===== config.mk =====
export PLATFORM = sky130hd
export DESIGN_NAME = ibrsf_div
export DESIGN_NICKNAME = d
export VERILOG_FILES = /design/src/ibrsf_pkg.sv /design/src/ibrsf_div.sv
export SDC_FILE = /design/constraint.sdc
export NUM_CORES = 1
export LEC_CHECK = 0
export ABC_CLOCK_PERIOD_IN_PS = 2700
export BUFFER_PORTS_ARGS = -buffer_cell sky130_fd_sc_hd__buf_2
export CELL_PAD_IN_SITES_DETAIL_PLACEMENT = 0
export CELL_PAD_IN_SITES_GLOBAL_PLACEMENT = 1
export CORE_ASPECT_RATIO = 1.2
export CORE_MARGIN = 4
export CORE_UTILIZATION = 44
export CTS_BUF_LIST = sky130_fd_sc_hd__clkbuf_2
export CTS_CLUSTER_SIZE = 30
export DETAILED_ROUTE_END_ITERATION = 12
export GPL_TIMING_DRIVEN = 0
export MAX_ROUTING_LAYER = met4
export PLACE_DENSITY_LB_ADDON = 0.1
export RECOVER_POWER = 25
export SLEW_MARGIN = 20
export SYNTH_ARGS = -nofsm -noshare
export SYNTH_HDL_FRONTEND = slang
export SYNTH_SLANG_ARGS = --single-unit

===== constraint.sdc =====
create_clock -name clk -period 2.7 [get_ports clk]
set_input_delay 0.405 -clock clk [delete_from_list [all_inputs] [get_ports clk]]
set_output_delay 0.405 -clock clk [all_outputs]
set_load 0.02 [all_outputs]

===== src/ibrsf_pkg.sv =====
`timescale 1ns / 1ps
`default_nettype none
package ibrsf_pkg;
	localparam int NUM_SENSORS = 4;
	localparam int SIDX_W = 2;
	localparam int GRAV_W = 22;
	localparam logic [GRAV_W-1:0] GRAV_RESET = 22'd642908;
	localparam logic signed [20:0] USEC_PER_SEC = 21'sd1000000;
	localparam int PER_W = 20;
	// dividend of the rate division: |dv| * 1e6 + period / 2
	localparam int DIV_W = 53;
	localparam int DIV_CNT_W = 6;

	function automatic logic signed [31:0] sat40(input logic signed [39:0] x);
		logic signed [31:0] r;
		if (x > 40'sd2147483647) begin
			r = 32'sh7fffffff;
		end else if (x < -40'sd2147483648) begin
			r = 32'sh80000000;
		end else begin
			r = x[31:0];
		end
		return r;
	endfunction
endpackage
`default_nettype wire


===== src/ibrsf_div.sv =====
`timescale 1ns / 1ps
`default_nettype none
module ibrsf_div (
	input  wire                           clk,
	input  wire                           arst_n,
	input  wire                           start,
	input  wire [ibrsf_pkg::DIV_W-1:0]    dividend,
	input  wire [ibrsf_pkg::PER_W-1:0]    divisor,
	output logic                          done,
	output logic [ibrsf_pkg::DIV_W-1:0]   quotient
);
	import ibrsf_pkg::*;

	logic                 busy_q;
	logic [DIV_CNT_W-1:0] cnt_q;
	logic [PER_W-1:0]     dvs_q;
	logic [PER_W:0]       rem_q;
	logic [DIV_W-1:0]     quo_q;
	logic                 done_q;
	logic [PER_W:0]       rem_sh;
	logic [PER_W:0]       rem_sub;
	logic                 take;

	// restoring division, one quotient bit per cycle
	always_comb begin
		rem_sh  = {rem_q[PER_W-1:0], quo_q[DIV_W-1]};
		take    = rem_sh >= {1'b0, dvs_q};
		rem_sub = rem_sh - {1'b0, dvs_q};
	end

	always_ff @(posedge clk or negedge arst_n) begin
		if (!arst_n) begin
			busy_q <= 1'b0;
			done_q <= 1'b0;
			cnt_q  <= '0;
		end else begin
			done_q <= 1'b0;
			if (start) begin
				busy_q <= 1'b1;
				cnt_q  <= '0;
			end else if (busy_q) begin
				cnt_q <= cnt_q + 1'b1;
				if (cnt_q == DIV_CNT_W'(DIV_W - 1)) begin
					busy_q <= 1'b0;
					done_q <= 1'b1;
				end
			end
		end
	end

	always_ff @(posedge clk) begin
		if (start) begin
			dvs_q <= divisor;
			rem_q <= '0;
			quo_q <= dividend;
		end else if (busy_q) begin
			rem_q <= take ? rem_sub : rem_sh;
			quo_q <= {quo_q[DIV_W-2:0], take};
		end
	end

	assign done     = done_q;
	assign quotient = quo_q;
endmodule
`default_nettype wire


==> results.py <==
metrics = {
    "critical_path": {
        "worst_setup_path_start_kind": "flip-flop",
        "cp.arrival_ns": 3.07,
        "crit_path_max_fanout": 8,
        "cp_slowest_cell": "edfxtp_1",
        "crit_path_max_incr_delay_ns": 0.48,
        "crit_type": "reg2reg",
        "crit_path_frequent_cell": "buf_6",
        "required_ns": 3.10,
        "end_kind": "flip-flop",
        "cp_cell_sequence": "inv_2 -> ha_4 -> buf_6 -> and4_1 -> o211a_1 -> a22o_1 -> a21o_1 -> a211oi_2 -> o21bai_1 -> buf_6 -> buf_8 -> mux2_4",
    },
    "power": {
        "p_clk_share_pct": 24.7,
        "p_leak_uw": 0.00291,
        "ir_drop_uv": 365,
        "p_per_area_nw_per_um2": 511,
        "swShare_pct": 29.0,
        "pwr-share-seq_pct": 52.9,
        "fin_total_pwr_uw": 3540,
        "pwr-share-comb_pct": 22.3,
        "cell_internal_pwr_uw": 2510,
        "switching_power_uw": 1030,
    },
    "drt": {
        "via_per_inst": 5.16,
        "wl_per_cell_um": 16.1,
        "drt-pass1-iter-count": 4,
        "drt-total-wl_um": 12700,
        "ant_nets": 0,
        "drc_errors": 0,
        "drt_iter0_drc": 165,
        "vias": 4091,
    },
    "yosys": {
        "yosys-top-cells-area": "edfxtp_1 41%, mux2_2 11%, dfxtp_1 7.5%",
        "ys_warn_count": 0,
        "synth_top_area_share_pct": 40.8,
        "syn_area_um2": 5370,
        "synth-seq-cells": 101,
        "synth_common_cells": "73 x edfxtp_1, 53 x mux2_2, 30 x nor2_1",
        "yosys.area.top_type": "edfxtp_1",
        "synth_ff_type": "edfxtp_1",
        "synthArstFlopShare_pct": 7.92,
        "synth_edf_count": 73,
        "syn_avg_cell_area_um2": 12.0,
        "synth_nets": 546,
        "syn-instance-count": 447,
        "yosysMostFrequentCell": "edfxtp_1",
        "synth-seq-area-share_pct": 52.0,
        "ys_types": 61,
    },
    "clock_network": {
        "clk_pin_slew_ns": 0.30,
        "clock-sinks": 101,
        "clockRootBuffer": "clkbuf_2",
        "cts_max_path_buffers": 2,
        "cts_tree": "done",
        "insertion_delay_ns": 0.62,
        "htreeDepth": 3,
        "numCtsBuffers": 9,
    },
    "sta": {
        "final-hold-violation-count": 0,
        "timing.fmax_mhz": 374,
        "maxSlewViolCount": 0,
        "finClkSkew_ns": 0.0329,
        "finalCriticalPeriod_ns": 2.67,
        "grt_setup_unrepaired": "true",
        "setup_viol": 0,
        "max_slew.worst_pin.slew_ns": 0.614,
        "finalCritPeriodShare_pct": 98.9,
        "relSlewSlack_pct": 59.1,
        "hold_ws_ns": 0.0589,
    },
    "global_routing": {
        "grt_max_degree": 32,
        "grt_busiest_layer": "met2",
        "grt_pass1_vias": 4257,
        "grt_pass1_wl_um": 20000,
        "grt-ovfl-total": 0,
        "gr-usage-met2_pct": 30.1,
        "antenna_found_initial": 0,
        "grt_util_all_layers_pct": 18.9,
        "grtUsageMet1_pct": 23.4,
        "met3_usage_pct": 3.59,
    },
    "floorplanning": {
        "die_area_um2": 14100,
        "design.core.area_um2": 11800,
        "dieHeight_um": 129,
        "io_pins": 130,
        "rows": 43,
        "floorplan.initialDensity_pct": 45.6,
        "die_w_um": 109,
    },
    "placed_design": {
        "hpwl_um": 9140,
        "port_buffers": 129,
        "gp_congestion": 0.902,
    },
    "finish": {
        "fin_nets": 730,
        "area_growth_pct": 28.8,
        "n_antenna_cell": 0,
        "layout-drive-gt1-share_pct": 38.8,
        "fillers": 1065,
    },
    "status": {
        "status": "finished clean",
    },
    "run": {
        "maxCapViolCount": 0,
    },
    "min_path": {
        "hold_class": "in2reg",
    },
}
-- power groups by stage --
stage | clock network [µW] | registers [µW] | logic (µW)
after detailed placement | 0 | 1900 | 702
after global routing | 971 | 1890 | 860
after CTS | 906 | 1870 | 732
after floorplan | 0 | 2000 | 372
final | 875 | 1870 | 790
after global placement | 0 | 1900 | 688
-- through the flow --
stage | utilization, % | TNS [ns] | setup slack [ns] | instance area, µm² | cells
finish | 58.7 | 0 | 0.0293 | 6920 | 793
global route | 58.7 | -0.0310 | -0.0176 | 6920 | 793
detailed placement | 52.9 | -5.40 | -0.230 | 6240 | 734
floorplan | - | 0 | 0.198 | 5370 | 447
CTS | 56.1 | -0.00610 | -0.00610 | 6610 | 771
global placement | 52.8 | -46.57 | -0.846 | 6220 | 733
-- area by class of cell --
cell class              instances  area [µm²]  share of cell area, %
multi-input cells             294        2410                   34.8
clock buffers                  10        50.0                  0.723
repair buffers                175        1090                   15.7
well taps                     157         196                   2.84
flip-flops and latches        101        2790                   40.4
clock inverters                 6        93.8                   1.36
plain buffers                  21         181                   2.62
inverters                      29         109                   1.57
-- cells in the final DEF (no fill, tap or decap), types with 4 or more instances in the layout --
master	n
xnor2_1	11
edfxtp_1	73
buf_6	4
buf_2	121
or3_1	5
clkbuf_1	17
dfxtp_1	19
a211oi_1	9
nand4_1	4
mux2i_1	16
nand2_1	24
xor2_1	5
nand3_1	10
buf_4	13
dlygate4sd3_1	32
ha_1	16
nor3_1	4
ha_4	4
mux2_2	52
clkbuf_2	10
a21oi_1	16
dfrtp_1	8
inv_1	25
inv_2	4
o21ai_0	20
nor2_1	29
-- registers in the layout, summed over array words and instances, names as in the netlist --
| signal | count |
|---|---|
| rem_q | 20 |
| busy_q | 1 |
| dvs_q | 20 |
| quotient | 53 |
| cnt_q | 6 |
| done | 1 |
-- what timing repair did --
| action | CTS | global route |
|---|---|---|
| hold buffers | 21 | 11 |
| endpoints found under the hold margin | 28 | 11 |
| setup endpoints to repair | 9 | 16 |
| gates cloned | 0 | 1 |
| pin swaps | 0 | 18 |
| resized for setup | 4 | 31 |
| buffers inserted | 0 | 12 |
-- routing by layer --
| metal | up-vias | share of wire (%) |
|---|---|---|
| li1 | 2018 | - |
| met1 | 1930 | 43 |
| met2 | 122 | 49 |
| met3 | 21 | 5.6 |
| met4 | 0 | 2.3 |
| met5 | - | 0 |
-- logic make-up after synthesis --
kind of cell / Yosys count / synth area share [%]
flip-flops: 101 / 52.0
multiplexers: 69 / 14.1
XOR/XNOR: 16 / 2.61
AND/OR/NAND/NOR: 101 / 9.10
adder cells (fa/ha/maj): 23 / 5.49
buffers and inverters: 52 / 6.08
AO/OA/AOI/OAI: 85 / 10.7
-- path summary, 6_finish.rpt --
path,start,to,slack (ns),cells after the start
hold / removal,dividend[17],quotient[17]$_DFFE_PP_,0.06,2
setup / recovery,dvs_q[9]$_DFFE_PP_,quotient[0]$_DFFE_PP_,0.03,12
setup reg to reg,dvs_q[9]$_DFFE_PP_,quotient[0]$_DFFE_PP_,0.03,12
hold reg to reg,rem_q[11]$_SDFFE_PP0P_,rem_q[11]$_SDFFE_PP0P_,0.50,2
min in group asynchronous,arst_n,cnt_q[2]$_DFFE_PN0P_,0.20,2
max in group asynchronous,arst_n,cnt_q[0]$_DFFE_PN0P_,2.20,2
-- critical path, delay by kind of cell, from the launching register on --
kind            cells  cell delay [ns]
flops               1             0.48
buf+inv             4             0.49
simple gates        1             0.21
fa+ha+maj           1             0.19
mux                 1             0.26
compound gates      5             0.82
Power figures use the tool's default switching activity.
